[src/design/nat_pkg.sv]
`timescale 1ns / 1ps
`default_nettype none
// ----------------------------------------------------------------------------
// nat_pkg: shared types and constants of the node address table
// Table geometry, operation and status codes, sequencer states and the
// structures that pass between the table modules.
// ----------------------------------------------------------------------------
package nat_pkg;

  // Table geometry.
  localparam int TABLE_DEPTH = 32;
  localparam int IDX_W       = (TABLE_DEPTH > 1) ? $clog2(TABLE_DEPTH) : 1;
  localparam int CNT_W       = 6;
  localparam int NODE_W      = 8;
  localparam int ADDR_W      = 16;
  localparam int OP_W        = 2;
  localparam int STATUS_W    = 3;

  // Operation codes carried by an input beat.
  typedef enum logic [OP_W-1:0] {
    OP_UPSERT = 2'd0,
    OP_FWD    = 2'd1,
    OP_REV    = 2'd2,
    OP_UNUSED = 2'd3
  } op_t;

  // Status codes reported in a result beat.
  typedef enum logic [STATUS_W-1:0] {
    ST_UPDATED     = 3'd0,
    ST_INSERTED    = 3'd1,
    ST_REJECT_ZERO = 3'd2,
    ST_FULL        = 3'd3,
    ST_MISS        = 3'd4
  } status_t;

  // Sequencer states.
  typedef enum logic [1:0] {
    S_IDLE,
    S_SCAN,
    S_FINISH
  } seq_state_t;

  // One stored table entry.
  typedef struct packed {
    logic [NODE_W-1:0] node_id;
    logic [ADDR_W-1:0] address;
  } entry_t;

  localparam int ENTRY_W = $bits(entry_t);

  // One result beat as handed from the sequencer to the output register.
  typedef struct packed {
    status_t           status;
    logic              hit;
    logic [NODE_W-1:0] node_id_out;
    logic [ADDR_W-1:0] address_out;
    logic [CNT_W-1:0]  entry_count;
  } result_t;

endpackage : nat_pkg
`default_nettype wire

[src/design/nat_ram.sv]
`timescale 1ns / 1ps
`default_nettype none
// ----------------------------------------------------------------------------
// nat_ram: generic single write, single read memory
// One write port and one read port with a registered read data output.
// ----------------------------------------------------------------------------
module nat_ram #(
  parameter int WIDTH = 8,
  parameter int DEPTH = 32
) (
  input  wire logic                                       clk,
  input  wire logic                                       wr_en,
  input  wire logic [((DEPTH > 1) ? $clog2(DEPTH) : 1)-1:0] wr_addr,
  input  wire logic [WIDTH-1:0]                           wr_data,
  input  wire logic [((DEPTH > 1) ? $clog2(DEPTH) : 1)-1:0] rd_addr,
  output logic      [WIDTH-1:0]                           rd_data
);

  logic [WIDTH-1:0] mem [DEPTH];

  // Write port and registered read port.
  always_ff @(posedge clk) begin
    if (wr_en) begin
      mem[wr_addr] <= wr_data;
    end
    rd_data <= mem[rd_addr];
  end

endmodule : nat_ram
`default_nettype wire

[src/design/nat_seq.sv]
`timescale 1ns / 1ps
`default_nettype none
// ----------------------------------------------------------------------------
// nat_seq: scan sequencer of the node address table
// Walks the stored entries one read a cycle through a single comparator,
// records the first match, writes back an upsert and forms the result beat.
// ----------------------------------------------------------------------------
module nat_seq (
  input  wire logic                         clk,
  input  wire logic                         rst,
  // Request side
  input  wire logic                         in_valid,
  output logic                              in_ready,
  input  wire logic [nat_pkg::OP_W-1:0]     op,
  input  wire logic [nat_pkg::NODE_W-1:0]   node_id,
  input  wire logic [nat_pkg::ADDR_W-1:0]   mesh_address,
  // Table memory
  output logic [nat_pkg::IDX_W-1:0]         rd_addr,
  input  wire nat_pkg::entry_t              rd_data,
  output logic                              wr_en,
  output logic [nat_pkg::IDX_W-1:0]         wr_addr,
  output nat_pkg::entry_t                   wr_data,
  // Result side
  input  wire logic                         res_ready,
  output logic                              res_valid,
  output nat_pkg::result_t                  res
);

  import nat_pkg::*;

  seq_state_t        state, state_next;
  logic [CNT_W-1:0]  idx, idx_next;
  logic [CNT_W-1:0]  count, count_next;
  logic              pend, pend_next;
  logic [IDX_W-1:0]  pend_idx, pend_idx_next;
  logic              found, found_next;
  logic [IDX_W-1:0]  found_idx, found_idx_next;
  entry_t            found_data, found_data_next;
  op_t               op_q;
  logic [NODE_W-1:0] node_q;
  logic [ADDR_W-1:0] addr_q;
  logic              match;
  logic              key_zero;

  // Control registers.
  always_ff @(posedge clk) begin
    if (rst) begin
      state <= S_IDLE;
      count <= '0;
      pend  <= 1'b0;
      found <= 1'b0;
    end else begin
      state <= state_next;
      count <= count_next;
      pend  <= pend_next;
      found <= found_next;
    end
  end

  // Scan position, match record and the latched request.
  always_ff @(posedge clk) begin
    idx        <= idx_next;
    pend_idx   <= pend_idx_next;
    found_idx  <= found_idx_next;
    found_data <= found_data_next;
    if (state == S_IDLE && in_valid) begin
      op_q   <= op_t'(op);
      node_q <= node_id;
      addr_q <= mesh_address;
    end
  end

  // The one shared comparator: reverse lookups key on the address,
  // everything else keys on the node id.
  always_comb begin
    if (op_q == OP_REV) begin
      match = pend && (rd_data.address == addr_q);
    end else begin
      match = pend && (rd_data.node_id == node_q);
    end
  end

  assign key_zero = (node_q == '0) || (addr_q == '0);
  assign rd_addr  = idx[IDX_W-1:0];

  // Next state, write-back and result.
  always_comb begin
    state_next      = state;
    idx_next        = idx;
    count_next      = count;
    pend_next       = pend;
    pend_idx_next   = pend_idx;
    found_next      = found;
    found_idx_next  = found_idx;
    found_data_next = found_data;
    in_ready        = 1'b0;
    res_valid       = 1'b0;
    wr_en           = 1'b0;
    wr_addr         = found_idx;
    wr_data.node_id = node_q;
    wr_data.address = addr_q;
    res.status      = ST_MISS;
    res.hit         = 1'b0;
    res.node_id_out = '0;
    res.address_out = '0;
    res.entry_count = count;

    case (state)
      S_IDLE: begin
        in_ready = 1'b1;
        if (in_valid) begin
          idx_next   = '0;
          pend_next  = 1'b0;
          found_next = 1'b0;
          state_next = S_SCAN;
        end
      end

      S_SCAN: begin
        if (match) begin
          // First matching entry ends the scan.
          found_next      = 1'b1;
          found_idx_next  = pend_idx;
          found_data_next = rd_data;
          pend_next       = 1'b0;
          state_next      = S_FINISH;
        end else if (idx < count) begin
          // Issue the next read; its registered data is compared in the following cycle.
          pend_next     = 1'b1;
          pend_idx_next = idx[IDX_W-1:0];
          idx_next      = idx + CNT_W'(1);
        end else if (!pend) begin
          state_next = S_FINISH;
        end else begin
          // Last read is being compared; nothing further to issue.
          pend_next = 1'b0;
        end
      end

      S_FINISH: begin
        case (op_q)
          OP_UPSERT: begin
            if (key_zero) begin
              res.status = ST_REJECT_ZERO;
            end else if (found) begin
              res.status = ST_UPDATED;
              res.hit    = 1'b1;
              wr_en      = 1'b1;
              wr_addr    = found_idx;
            end else if (count == CNT_W'(TABLE_DEPTH)) begin
              res.status = ST_FULL;
            end else begin
              res.status = ST_INSERTED;
              res.hit    = 1'b1;
              wr_en      = 1'b1;
              wr_addr    = count[IDX_W-1:0];
              res.entry_count = count + CNT_W'(1);
            end
          end
          OP_FWD: begin
            if (found) begin
              res.status      = ST_UPDATED;
              res.hit         = 1'b1;
              res.address_out = found_data.address;
            end
          end
          OP_REV: begin
            if (found) begin
              res.status      = ST_UPDATED;
              res.hit         = 1'b1;
              res.node_id_out = found_data.node_id;
            end
          end
          default: begin
            res.status = ST_MISS;
          end
        endcase

        // Commit only once the output register can take the beat.
        if (res_ready) begin
          res_valid  = 1'b1;
          count_next = res.entry_count;
          state_next = S_IDLE;
        end else begin
          wr_en = 1'b0;
        end
      end

      default: begin
        state_next = S_IDLE;
      end
    endcase
  end

endmodule : nat_seq
`default_nettype wire

[src/design/nat_out.sv]
`timescale 1ns / 1ps
`default_nettype none
// ----------------------------------------------------------------------------
// nat_out: result output register
// Holds one result beat until the consumer takes it and tells the
// sequencer when the slot can accept the next one.
// ----------------------------------------------------------------------------
module nat_out (
  input  wire logic                          clk,
  input  wire logic                          rst,
  input  wire logic                          load,
  input  wire nat_pkg::result_t              res,
  output logic                               slot_free,
  output logic                               out_valid,
  input  wire logic                          out_ready,
  output logic [nat_pkg::STATUS_W-1:0]       status,
  output logic                               hit,
  output logic [nat_pkg::NODE_W-1:0]         node_id_out,
  output logic [nat_pkg::ADDR_W-1:0]         address_out,
  output logic [nat_pkg::CNT_W-1:0]          entry_count
);

  import nat_pkg::*;

  result_t data;

  assign slot_free = !out_valid || out_ready;

  // Valid flag of the held beat.
  always_ff @(posedge clk) begin
    if (rst) begin
      out_valid <= 1'b0;
    end else if (load) begin
      out_valid <= 1'b1;
    end else if (out_ready) begin
      out_valid <= 1'b0;
    end
  end

  // Payload of the held beat.
  always_ff @(posedge clk) begin
    if (load) begin
      data <= res;
    end
  end

  assign status      = data.status;
  assign hit         = data.hit;
  assign node_id_out = data.node_id_out;
  assign address_out = data.address_out;
  assign entry_count = data.entry_count;

endmodule : nat_out
`default_nettype wire

[src/design/node_address_table.sv]
`timescale 1ns / 1ps
`default_nettype none
// ----------------------------------------------------------------------------
// node_address_table: node id to mesh address table
// Maps 8-bit node ids to 16-bit mesh addresses with upsert, forward lookup
// and reverse lookup, searching the stored entries one at a time.
//
//   Channel  Handshake             Payload
//   input    in_valid / in_ready   op, node_id, mesh_address
//   output   out_valid / out_ready status, hit, node_id_out, address_out,
//                                  entry_count
//
// After acceptance the scan reads one entry a cycle from the table memory
// through a single comparator until a match ends it early or every stored
// entry has been compared; the final step then forms the result. The
// sequencer passes through idle between items, so a new item is accepted
// only after the previous one has left the scan and its final step.
// in_ready is high only while the sequencer is idle. The result register lets
// the next item be accepted while the previous result still waits; a stalled
// output holds the sequencer in its final step until the register frees.
// Reset clears the entry count and control state; the table memory needs no
// clearing pass, as only entries below the count are ever compared.
// ----------------------------------------------------------------------------
module node_address_table (
  input  wire logic                        clk,
  input  wire logic                        rst,
  input  wire logic                        in_valid,
  output logic                             in_ready,
  input  wire logic [nat_pkg::OP_W-1:0]    op,
  input  wire logic [nat_pkg::NODE_W-1:0]  node_id,
  input  wire logic [nat_pkg::ADDR_W-1:0]  mesh_address,
  output logic                             out_valid,
  input  wire logic                        out_ready,
  output logic [nat_pkg::STATUS_W-1:0]     status,
  output logic                             hit,
  output logic [nat_pkg::NODE_W-1:0]       node_id_out,
  output logic [nat_pkg::ADDR_W-1:0]       address_out,
  output logic [nat_pkg::CNT_W-1:0]        entry_count
);

  import nat_pkg::*;

  logic [IDX_W-1:0] rd_addr;
  logic [IDX_W-1:0] wr_addr;
  logic             wr_en;
  entry_t           rd_data;
  entry_t           wr_data;
  logic             slot_free;
  logic             res_valid;
  result_t          res;

  // Table storage.
  nat_ram #(
    .WIDTH(ENTRY_W),
    .DEPTH(TABLE_DEPTH)
  ) u_ram (
    .clk    (clk),
    .wr_en  (wr_en),
    .wr_addr(wr_addr),
    .wr_data(wr_data),
    .rd_addr(rd_addr),
    .rd_data(rd_data)
  );

  // Scan sequencer with the shared comparator.
  nat_seq u_seq (
    .clk         (clk),
    .rst         (rst),
    .in_valid    (in_valid),
    .in_ready    (in_ready),
    .op          (op),
    .node_id     (node_id),
    .mesh_address(mesh_address),
    .rd_addr     (rd_addr),
    .rd_data     (rd_data),
    .wr_en       (wr_en),
    .wr_addr     (wr_addr),
    .wr_data     (wr_data),
    .res_ready   (slot_free),
    .res_valid   (res_valid),
    .res         (res)
  );

  // Result register.
  nat_out u_out (
    .clk        (clk),
    .rst        (rst),
    .load       (res_valid),
    .res        (res),
    .slot_free  (slot_free),
    .out_valid  (out_valid),
    .out_ready  (out_ready),
    .status     (status),
    .hit        (hit),
    .node_id_out(node_id_out),
    .address_out(address_out),
    .entry_count(entry_count)
  );

endmodule : node_address_table
`default_nettype wire

[config.mk]
export PLATFORM = sky130hd
export DESIGN_NAME = node_address_table
export DESIGN_NICKNAME = d
export VERILOG_FILES = /design/src/design/nat_pkg.sv /design/src/design/nat_ram.sv /design/src/design/nat_seq.sv /design/src/design/nat_out.sv /design/src/design/node_address_table.sv
export SDC_FILE = /design/constraint.sdc
export NUM_CORES = 1
export LEC_CHECK = 0
export BUFFER_PORTS_ARGS = -buffer_cell sky130_fd_sc_hd__buf_2
export CORE_MARGIN = 4
export CORE_UTILIZATION = 60
export CTS_BUF_LIST = sky130_fd_sc_hd__clkbuf_4 sky130_fd_sc_hd__clkbuf_8 sky130_fd_sc_hd__clkbuf_16
export CTS_CLUSTER_SIZE = 28
export DETAILED_ROUTE_END_ITERATION = 16
export PLACE_DENSITY = 0.75
export SETUP_SLACK_MARGIN = 0.3
export SLEW_MARGIN = 20
export SYNTH_ARGS = -nofsm -noshare
export SYNTH_HDL_FRONTEND = slang
export SYNTH_SLANG_ARGS = --single-unit
export TNS_END_PERCENT = 1
[constraint.sdc]
create_clock -name clk -period 6.8 [get_ports clk]
set_input_delay 1.36 -clock clk [delete_from_list [all_inputs] [get_ports clk]]
set_output_delay 1.36 -clock clk [all_outputs]
set_load 0.1 [all_outputs]
Yosys cells after proc, flatten, opt, wreduce, memory -nomap -nowiden
Memory sizes are Yosys's and may differ from the RTL's. A register that Yosys moved wholly into a read port is not among the register bits.
Index checks and enable logic that the tools add are counted.

word-level totals
  register bits = 111
  bits in latches = 0
  memory bits (writable) = 768
  memory bits (read-only) = 0
  output and inout port bits = 36
  memories = 1

memory list
  memory     words  width  read ports  clocked after Yosys merged registers in  wr ports  RTL line       source
  u_ram.mem  32     24     1           1                                        1         nat_ram.sv:19  logic [WIDTH-1:0] mem [DEPTH];

cells by class
  add/sub/neg operators = 2
  $mul = 0
  div/mod/pow operators = 0
  magnitude comparators = 1
  equality and inequality tests = 14
  shift operators = 0
  muxes and demuxes = 48
  bitwise logic cells = 1
  reductions and logical operators = 21

operators with widths
  cell                   count
  $mux W6                8
  $mux W5                5
  $mux W1                19
  $eq A16 B16 Y1         1
  $logic_not A16 Y1      1
  $add A6 B1 Y6 const B  2
  $mux W12               1
  $mux W2                6
  $pmux W6 S2            1
  $reduce_and A3 Y1      4
  $pmux W3 S3            1
  $eq A8 B8 Y1           1
  $logic_not A8 Y1       1
  $reduce_and A4 Y1      2
  $eq A6 B6 Y1 const B   1
  $lt A6 B6 Y1           1
  $mux W3                2
  $ne A2 B2 Y1 const B   3
  $pmux W2 S3            1
  $reduce_and A2 Y1      3
  $eq A2 B1 Y1 const B   2
  $eq A2 B2 Y1 const B   2
  $logic_not A2 Y1       2
  $mux W4                1
  10 further kinds       16

Depth between registers and ports, before layout
Gate-level depths: netlist of the first run.

  word-level depth = 9
  mapped depth = 9
  mapped depth without buffers = 8

Cells and area by module
A second synthesis of the first run with hierarchy kept.

second synthesis, totals
  cells, all modules = 2044
  area total of the unflattened synthesis = 35124.9 µm²

by module, submodules not included
  module   times used  cells each  area each (µm²)
  nat_ram  1           1711        30480.5
  nat_seq  1           295         3577.2
  nat_out  1           38          1067.3

Worst setup path after synthesis of the first run
Ideal clock, no wire load.

  kind = input-to-reg
  start = input out_ready
  end = memory u_ram.mem[19][0] (netlist name), enable pin
  setup time = 0.407 ns
  arrival time = 3.310 ns
  path slack = 3.082 ns
  cell stages on the path = 7
  cells stage by stage = nor2b_1 nor2_1 and3_1 clkbuf_1 nand3_1 nor3_1 nor2b_1

between the ends
  longest elaborated chain between the ends = 5

ends and longest elaborated chain
  element                        RTL line                  source
  from (decl)                    node_address_table.sv:33  input wire logic out_ready,
  $logic_or A1 B1 Y1             nat_out.sv:27             assign slot_free = !out_valid || out_ready;
  $mux W1                        nat_seq.sv:180            if (res_ready) begin
  $mux W1                        nat_seq.sv:108            case (state)
  $mux W1                        nat_ram.sv:23             if (wr_en) begin
  $mux W1 (not written as such)  nat_ram.sv:24             mem[wr_addr] <= wr_data;
  to (decl)                      nat_ram.sv:19

Every way passes these cells.

Final worst setup path of the first run
  start = register u_seq.addr_q[7]
  end = memory u_ram.mem[9][3] (netlist name), enable pin

between the ends
  longest elaborated chain between the ends = 8
  elaborated cells on any way between the ends = 11
  classes of those cells = mux: 9; reduce/logical: 2

ends and longest elaborated chain
  element                        RTL line        source
  from (decl)                    nat_seq.sv:41   logic [ADDR_W-1:0] addr_q;
  from (signal assigned)         nat_seq.sv:69   addr_q <= mesh_address;
  $logic_not A16 Y1 *            nat_seq.sv:83   assign key_zero = (node_q == '0) || (addr_q == '0);
  $logic_or A1 B1 Y1 *           nat_seq.sv:83
  $mux W1                        nat_seq.sv:143  if (key_zero) begin
  $mux W1                        nat_seq.sv:141  case (op_q)
  $mux W1                        nat_seq.sv:180
  $mux W1                        nat_seq.sv:108
  $mux W1                        nat_ram.sv:23
  $mux W1 (not written as such)  nat_ram.sv:24

Every way passes the cells marked *; elsewhere a longest branch is shown, timed or not.

==> results of run 1 <==
where the power goes:
part	internal [mW]	total (mW)	switching [mW]
Sequential	6.26	6.39	0.128
Combinational	0.600	1.31	0.712
Clock	2.84	4.83	1.99
area by class of cell:
| class | instances | area, um^2 |
|---|---|---|
| clock buffers | 123 | 2580 |
| clock inverters | 34 | 300 |
| well taps | 756 | 946 |
| fillers | 3299 | 17700 |
| multi-input cells | 522 | 7480 |
| flip-flops and latches | 903 | 26800 |
| repair buffers | 122 | 848 |
| inverters | 8 | 30.0 |
flip-flops by register name, indices dropped and copies added (netlist names), 6 cells and up:
name	cells
u_ram.mem	768
u_seq.node_q	8
u_out.node_id_out	8
u_seq.addr_q	16
u_seq.count	6
u_out.address_out	16
u_out.entry_count	6
u_ram.rd_data	24
u_seq.found_data	24
u_seq.idx	6
metal layers:
layer  GRT usage  vias up  wire (um)
met5           0        -          0
met4      0.0914        0       2480
met3      0.0631      142       7920
met2       0.411      993      38700
met1       0.385     8703      30700
li1            -     6586          -
logic make-up (layout without fill, tap and decap cells):
logic type	count (synthesis)	after routing	synth area share
buffers and inverters	73	287	0.0106
AO/OA/AOI/OAI	45	45	0.00847
adder cells (fa/ha/maj)	8	8	0.00291
flip-flops	903	903	0.778
AND/OR/NAND/NOR	171	171	0.0268
XOR/XNOR	32	32	0.00814
multiplexers	266	266	0.165
worst reg2reg max path: stages (launching register included):
cell,delay (ps)
edfxtp_1,610
buf_8,270
nor4_1,470
nand4_1,500
nand3_2,270
inv_1,150
a21boi_0,440
o21ai_1,420
nor2_4,950
final timing paths:
| kind | start | endpoint | slack [ps] | depth (start not counted) |
|---|---|---|---|---|
| setup / recovery | u_seq.addr_q[7]$_DFFE_PP_ | u_ram.mem[9][3]$_DFFE_PP_ | 2340 | 8 |
| hold / removal | u_seq.pend_idx[0]$_DFFE_PP_ | u_seq.found_idx[0]$_DFFE_PP_ | 420 | 0 |
| setup reg to reg | u_seq.addr_q[7]$_DFFE_PP_ | u_ram.mem[9][3]$_DFFE_PP_ | 2340 | 8 |
| hold reg to reg | u_seq.pend_idx[0]$_DFFE_PP_ | u_seq.found_idx[0]$_DFFE_PP_ | 420 | 0 |
cells in the final DEF (no fill, tap or decap), types with 3 or more instances in the layout:
cell type  instances
edfxtp_1         868
mux4_2           240
clkbuf_16         92
buf_2             65
buf_4             49
and2_1            39
dfxtp_1           35
xor2_1            25
mux2_2            25
nor2_1            24
clkbuf_4          23
nor2_4            21
nand2_1           18
nand3_1           15
a21oi_1           15
clkinv_1          13
clkinv_2          12
nor4_1            11
o21ai_0            9
inv_1              8
ha_1               8
clkbuf_8           8
xnor2_1            7
and3_1             6
nor3_1             6
nand2b_1           5
nor2b_1            5
nand4_1            5
bufinv_16          5
buf_8              4
o21ai_1            3
nor2b_4            3
metrics by stage:
step / hold slack, ps / setup slack, ps / util
after CTS: 423 / 2140 / 0.686
after global placement: 406 / 2500 / 0.635
after floorplan: 400 / 3080 / -
final: 421 / 2340 / 0.688
after global routing: 425 / 2190 / 0.688
after detailed placement: 414 / 2180 / 0.635
==> run metrics, run 1 <==
outcome finished clean; gr usage total 0.266; area grow syn2layout 13.2%; post_cts resized 0; post-synth cell types 51; Wirelength per Cell 32.3 um; Crit. End Element register; Antenna Violating Nets Remaining 0; gr ovfl total 0; Worst Path Max Fanout 24; RSZ-0062 raised after global routing false; first-pass GRT wire length 116000 um; worst-path cell chain buf_8 -> nor4_1 -> nand4_1 -> nand3_2 -> inv_1 -> a21boi_0 -> o21ai_1 -> nor2_4; CTS Buf Count 87; CTS H-tree depth 3; DRC Markers 0; largest area contributor in the netlist edfxtp_1; Final Hold Fails 0; CTS clk-pin slew, worst paths 60 ps; Hold Buf Count CTS 0; most area-consuming cells after synthesis edfxtp_1 (76%), mux4_2 (16%), dfxtp_1 (2.0%); die height 248 um; skew final 23.2 ps; Setup Fix Bufs, Post-CTS 0; largest net degree at the start of global routing 96; Initial Util 0.608; pwr dens 322 mW/mm^2; Syn Inst Count 1498; Seq/Total Area, Yosys 0.778; core box area 0.0566 mm^2; drt pass-1 iters 7; worst path arrival time 4700 ps; type of origin of the critical path register; Ys Warns 0; die area 0.0613 mm^2; vias in the first global route 16.7k; num ports 66; Mapped Area 0.0344 mm^2; CTS tree done; Layout Nets 1682; Relative slew margins 0.238; worst path bufs/invs 2; type of the worst min-delay path reg2reg; share of layout cells above drive strength 1 0.332; Die Wd 248 um; fmax 224 MHz; Area after DPL 0.0359 mm^2; EDFF count, synth 868; clock insertion delay at the later pin of the skew report 640 ps; final std cells w/o fill 2468; CTS Sinks 903; Vias/cell 6.65; CP Class reg2reg; vias 16.4k; syn nets 1536; # rows 87; worst vdd ir 0.000258 V; FFs w/ async S/R, synth 0; commonest cells in the synthesized netlist edfxtp_1 (868), mux4_2 (240), nor2_1 (45); Top FF cell, synth edfxtp_1; # placed instances 2305; endpoints failing setup 0; WL final 79800 um; I/O Buffers 65; Detailed Place HPWL 42200 um; post-route cell area 0.0390 mm^2; Pleak 12.2 nW; Yosys top cell area share 0.757; Detailed Route Iter0 Violations 2103; # Max-Cap Violations 0; final worst-path cycle share 0.657; max incr delay on CP 950 ps; clk buf depth 3; Required @ worst endpoint 7040 ps; Worst-Margin Slew 1140 ps; post-layout min period 4460 ps; Design Power 12.5 mW; gp weighted congestion 0.899; Crit-path slowest cell nor2_4; initial antenna violation count 1; Yosys reg bits 903; setup TNS 0 ps; syn_area_per_cell 23.0 um^2; Root Buffer Master clkbuf_16; ant diodes 0; crit-path leading delay family simple AND/OR/NAND/NOR gates; fin. max-slew vios 0; top-count cell post-synth edfxtp_1
No activity file was read; power rests on OpenSTA's default activity.
==> run 2, diff against run 1 <==
==> constraint.sdc (replaced) <==
create_clock -name clk -period 4.2 [get_ports clk]
set_input_delay 0.84 -clock clk [delete_from_list [all_inputs] [get_ports clk]]
set_output_delay 0.84 -clock clk [all_outputs]
set_load 0.1 [all_outputs]
==> run metrics, run 2 (synthesis gave the netlist of run 1 again) <==
commonest cells after routing, fill and taps aside edfxtp_1 (868), mux4_2 (240), clkbuf_16 (89), buf_2 (65), buf_4 (65); fin. max-slew vios 0 (unchanged); Wirelength per Cell 31.0 um (-4.2%); Pleak 12.3 nW (+0.58%); die height 248 um (unchanged); CTS H-tree depth 3 (unchanged); I/O Buffers 65 (unchanged); hold_sp node_id[0]; initial antenna violation count 0 (-1); Required @ worst endpoint 4520 ps (-2520 ps); worst path arrival time 3840 ps (-860 ps); Crit. End Element register; gp weighted congestion 0.927 (+3.1%); Die Wd 248 um (unchanged); worst vdd ir 0.000434 V (+68%); max incr delay on CP 610 ps (-340 ps); type of the worst min-delay path in2reg; Antenna Violating Nets Remaining 0 (unchanged); outcome finished clean; drt pass-1 iters 7 (unchanged); Detailed Route Iter0 Violations 2137 (+1.6%); Worst-Margin Slew 1010 ps (-131 ps); num ports 66 (unchanged); area grow syn2layout 13.5%; Final Hold Fails 0 (unchanged); Hold Crit Depth 1 (+1); Relative slew margins 0.325 (+0.0871); reg2reg start u_seq.op_q[1]$_DFFE_PP_; FF-to-FF End u_ram.mem[1][8]$_DFFE_PP_; CP Class reg2reg; Layout Nets 1704 (+1.3%); Worst Path Max Fanout 15 (-38%); share of layout cells above drive strength 1 0.337 (+0.00464); max reg flops 768 (unchanged); # rows 87 (unchanged); Detailed Place HPWL 42600 um (+0.77%); clk buf depth 3 (unchanged); Setup Fix Bufs, Post-CTS 0 (unchanged); vias in the first global route 16.4k (-2.0%); Initial Util 0.608 (unchanged); WL final 76900 um (-3.6%); gr ovfl total 0 (unchanged); post_cts resized 0 (unchanged); CTS clk-pin slew, worst paths 60 ps (about the same); setup TNS 0 ps (unchanged); CTS Sinks 903 (unchanged); type of origin of the critical path register; largest net degree at the start of global routing 106 (+10%); RSZ-0062 raised after global routing false; Worst Hold End u_seq.node_q[0]$_DFFE_PP_; endpoints failing setup 0 (unchanged); Design Power 20.2 mW (+61%); Biggest register u_ram.mem; DRC Markers 0 (unchanged); fmax 284 MHz (+27%); die area 0.0613 mm^2 (unchanged); CTS Buf Count 86 (-1.1%); length in cells of the worst reg-to-reg path 7 (-1); fill cell count 3374 (+2.3%); post-layout min period 3520 ps (-948 ps); # Max-Cap Violations 0 (unchanged); core box area 0.0566 mm^2 (unchanged); most common cell after layout, fill and taps aside edfxtp_1; vias 16.0k (-2.3%); final worst-path cycle share 0.837 (+0.181); CTS tree done; pwr dens 516 mW/mm^2 (+60%); Vias/cell 6.46 (-2.9%); Hold Buf Count CTS 0 (unchanged); FF-to-FF setup slack 680 ps (-1650 ps); worst-path cell chain or4b_4 -> nor2_2 -> nand3_2 -> a21oi_1 -> nand3_1 -> nor2_4 -> buf_12; clock insertion delay at the later pin of the skew report 630 ps (about the same); Crit-path slowest cell or4b_4; skew final 30.5 ps (+7.35 ps); gr usage total 0.261 (-0.00504); first-pass GRT wire length 114000 um (-1.6%); Root Buffer Master clkbuf_16; largest registers u_ram.mem: 768 flops, u_ram.rd_data: 24 flops, u_seq.found_data: 24 flops
run 2: layout make-up:
class / count / area [um^2] / area share
sequential: 903 / 26800 / 0.685
inverter: 8 / 30.0 / 0.000768
antenna: 1 / 2.50 / 0.0000640
tap: 756 / 946 / 0.0242
clock inverter: 33 / 323 / 0.00826
clock buffer: 116 / 2430 / 0.0622
timing repair buffer: 145 / 1110 / 0.0285
multi-input combinational: 522 / 7470 / 0.191
run 2: worst max-delay path by stage:
stage,startpoint,endpoint
floorplan,u_seq.op_q[1]$_DFFE_PP_,u_ram.mem[19][0]$_DFFE_PP_
global placement,u_seq.addr_q[12]$_DFFE_PP_,u_ram.mem[20][2]$_DFFE_PP_
detailed placement,u_seq.op_q[1]$_DFFE_PP_,u_ram.mem[1][6]$_DFFE_PP_
CTS,u_seq.op_q[1]$_DFFE_PP_,u_ram.mem[1][12]$_DFFE_PP_
global route,u_seq.op_q[1]$_DFFE_PP_,u_ram.mem[1][8]$_DFFE_PP_
finish,u_seq.op_q[1]$_DFFE_PP_,u_ram.mem[1][8]$_DFFE_PP_
run 2: stage by stage:
stage | cells | hold slack [ps] | worst slack [ps] | area, um^2 | utilization
after floorplan | 1498 | 400 | 746 | 34400 | -
after global placement | 2333 | 401 | 902 | 36300 | 0.641
after detailed placement | 2333 | 405 | 796 | 36300 | 0.641
after CTS | 2482 | 380 | 753 | 39100 | 0.690
after global routing | 2483 | 399 | 585 | 39100 | 0.690
final | 2484 | 413 | 684 | 39100 | 0.690
run 2: critical path: cells and delay by family (launching register included):
kind                   cells  cell delay (ps)
AO/OA/AOI/OAI              1              520
buffers and inverters      1              230
flip-flops                 1              470
AND/OR/NAND/NOR            5             1990
run 2: where the power goes:
group          internal (mW)  leakage, nW  switching [mW]
logic                   1.00         2.84            1.26
registers               10.1         8.10           0.165
clock network           4.47         1.39            3.12
total                   15.6         12.3            4.55
run 2: layer usage:
metal,global-route usage,part of all wire,up-vias
li1,-,-,6627
met1,0.375,0.39,8436
met2,0.423,0.50,865
met3,0.0435,0.085,116
met4,0.0836,0.029,0
met5,0,0,-
==> run 3, diff against run 2 <==
--- a/config.mk
+++ b/config.mk
@@ -7,11 +7,11 @@
 export LEC_CHECK = 0
 export BUFFER_PORTS_ARGS = -buffer_cell sky130_fd_sc_hd__buf_2
 export CORE_MARGIN = 4
-export CORE_UTILIZATION = 60
+export CORE_UTILIZATION = 56
 export CTS_BUF_LIST = sky130_fd_sc_hd__clkbuf_4 sky130_fd_sc_hd__clkbuf_8 sky130_fd_sc_hd__clkbuf_16
 export CTS_CLUSTER_SIZE = 28
 export DETAILED_ROUTE_END_ITERATION = 16
-export PLACE_DENSITY = 0.75
+export PLACE_DENSITY = 0.73
 export SETUP_SLACK_MARGIN = 0.3
 export SLEW_MARGIN = 20
 export SYNTH_ARGS = -nofsm -noshare
==> constraint.sdc (replaced) <==
create_clock -name clk -period 3.2 [get_ports clk]
set_input_delay 0.64 -clock clk [delete_from_list [all_inputs] [get_ports clk]]
set_output_delay 0.64 -clock clk [all_outputs]
set_load 0.1 [all_outputs]
==> run metrics, run 3 (synthesis gave the netlist of run 1 again) <==
Wirelength per Cell 30.8 um (-0.44%); # placed instances 2412 (+3.4%); WL final 79600 um (+3.5%); CTS clk-pin slew, worst paths 60 ps (about the same); DRC Markers 0 (unchanged); outcome finished clean; gp weighted congestion 0.959 (+3.4%); reg2reg start u_seq.addr_q[14]$_DFFE_PP_; area grow syn2layout 17.6%; Initial Util 0.568 (-0.0399); RSZ-0062 raised after global routing true; hold slack final 188 ps (-225 ps); vias 16.6k (+3.2%); CTS tree done; CTS H-tree depth 3 (unchanged); skew final 36.6 ps (+6.11 ps); gr ovfl total 0 (unchanged); most common cell after layout, fill and taps aside edfxtp_1; Antenna Violating Nets Remaining 0 (unchanged); # rows 90 (+3.4%); largest registers u_ram.mem: 768 flops, u_ram.rd_data: 24 flops, u_seq.found_data: 24 flops; fin. max-slew vios 0 (unchanged); endpoints failing setup 0 (unchanged); CTS Sinks 903 (unchanged); type of the worst min-delay path in2reg; Detailed Place HPWL 47600 um (+12%); die height 256 um (+3.4%); Post-Route Utilization 0.668 (-0.0222); Required @ worst endpoint 3510 ps (-1010 ps); Hold Buf Count CTS 0 (unchanged); Relative slew margins 0.327 (+0.00181); Root Buffer Master clkbuf_16; type of origin of the critical path register; Biggest register u_ram.mem; vias in the first global route 17.1k (+4.7%); largest net degree at the start of global routing 60 (-43%); CTS Buf Count 90 (+4.7%); first-pass GRT wire length 117000 um (+3.1%); clock insertion delay at the later pin of the skew report 640 ps (about the same); PnR worst setup slack 247 ps (-437 ps); Layout Nets 1762 (+3.4%); pwr dens 677 mW/mm^2 (+31%); I/O Buffers 65 (unchanged); final std cells w/o fill 2582 (+3.9%); worst vdd ir 0.000481 V (+11%); Pleak 12.9 nW (+4.5%); Worst-Margin Slew 1010 ps (-2.71 ps); core box area 0.0606 mm^2 (+7.0%); worst path arrival time 3270 ps (-570 ps); fmax 339 MHz (+19%); # Max-Cap Violations 0 (unchanged); drt pass-1 iters 5 (-2); Setup crit start u_seq.addr_q[14]$_DFFE_PP_; clk buf depth 3 (unchanged); CP Class reg2reg; commonest cells after routing, fill and taps aside edfxtp_1 (868), mux4_2 (240), clkbuf_16 (93), buf_4 (74), buf_2 (65); Detailed Route Iter0 Violations 1911 (-11%); max reg flops 768 (unchanged); initial antenna violation count 3 (+3); Crit. End Element register; post-layout min period 2950 ps (-563 ps); setup TNS 0 ps (unchanged); die area 0.0655 mm^2 (+6.9%); dpl ws -87.7 ps (-883 ps); Die Wd 256 um (+3.4%); gr usage total 0.246 (-0.0151); Worst Path Max Fanout 12 (-3); Final Hold Fails 0 (unchanged); Vias/cell 6.41 (-0.73%); final worst-path cycle share 0.923 (+0.0856); num ports 66 (unchanged); share of layout cells above drive strength 1 0.368 (+0.0314); hold_sp mesh_address[2]
run 3: worst paths after layout:
kind	end	slack (ps)	depth (start not counted)
max	u_ram.mem[27][20]$_DFFE_PP_	250	9
min	u_seq.addr_q[2]$_DFFE_PP_	190	1
max reg2reg	u_ram.mem[27][20]$_DFFE_PP_	250	9
min reg2reg	u_seq.found_idx[3]$_DFFE_PP_	420	0
run 3: layer usage:
metal,wire (um),global-route usage,vias to the layer above
met5,29,0,-
met3,7380,0.0623,165
met4,2700,0.0801,4
met2,38600,0.383,850
li1,-,-,6767
met1,30900,0.350,8769
run 3: critical path: stages (launching register included):
cell	delay [ps]
edfxtp_1	560
nor4_4	330
nand4_1	320
nand3_2	240
inv_1	100
buf_4	170
a21boi_4	250
o21ai_4	220
nor2b_4	250
buf_12	180
run 3: layout make-up:
| cell class | count | area [um^2] |
|---|---|---|
| fill | 3678 | 20100 |
| tap | 782 | 978 |
| sequential | 903 | 26800 |
| inverter | 8 | 30.0 |
| timing repair buffer | 199 | 2070 |
| antenna | 3 | 7.51 |
| multi-input combinational | 522 | 7570 |
| clock buffer | 112 | 2480 |
| clock inverter | 53 | 572 |
run 3: per-stage QoR:
| step | cell area, um^2 | power, mW |
|---|---|---|
| after detailed placement | 37300 | 16.8 |
| after floorplan | 34500 | 15.8 |
| after global routing | 40500 | 28.3 |
| final | 40500 | 27.4 |
| after CTS | 40400 | 27.6 |
| after global placement | 37300 | 16.8 |
run 3: power breakdown:
group          leakage (nW)  switching [mW]  total [mW]  internal (mW)
combinational          3.25            1.75        3.08           1.33
sequential             8.10           0.219        13.5           13.3
clock                  1.52            4.27        10.8           6.53
run 3: repair_timing:
item                                    4_1_cts  5_1_grt
setup buffers                                 0        2
endpoints found under the hold margin         0        0
endpoints found under the setup margin      768      763
pin swaps                                     0        4
resized for setup                             5       15
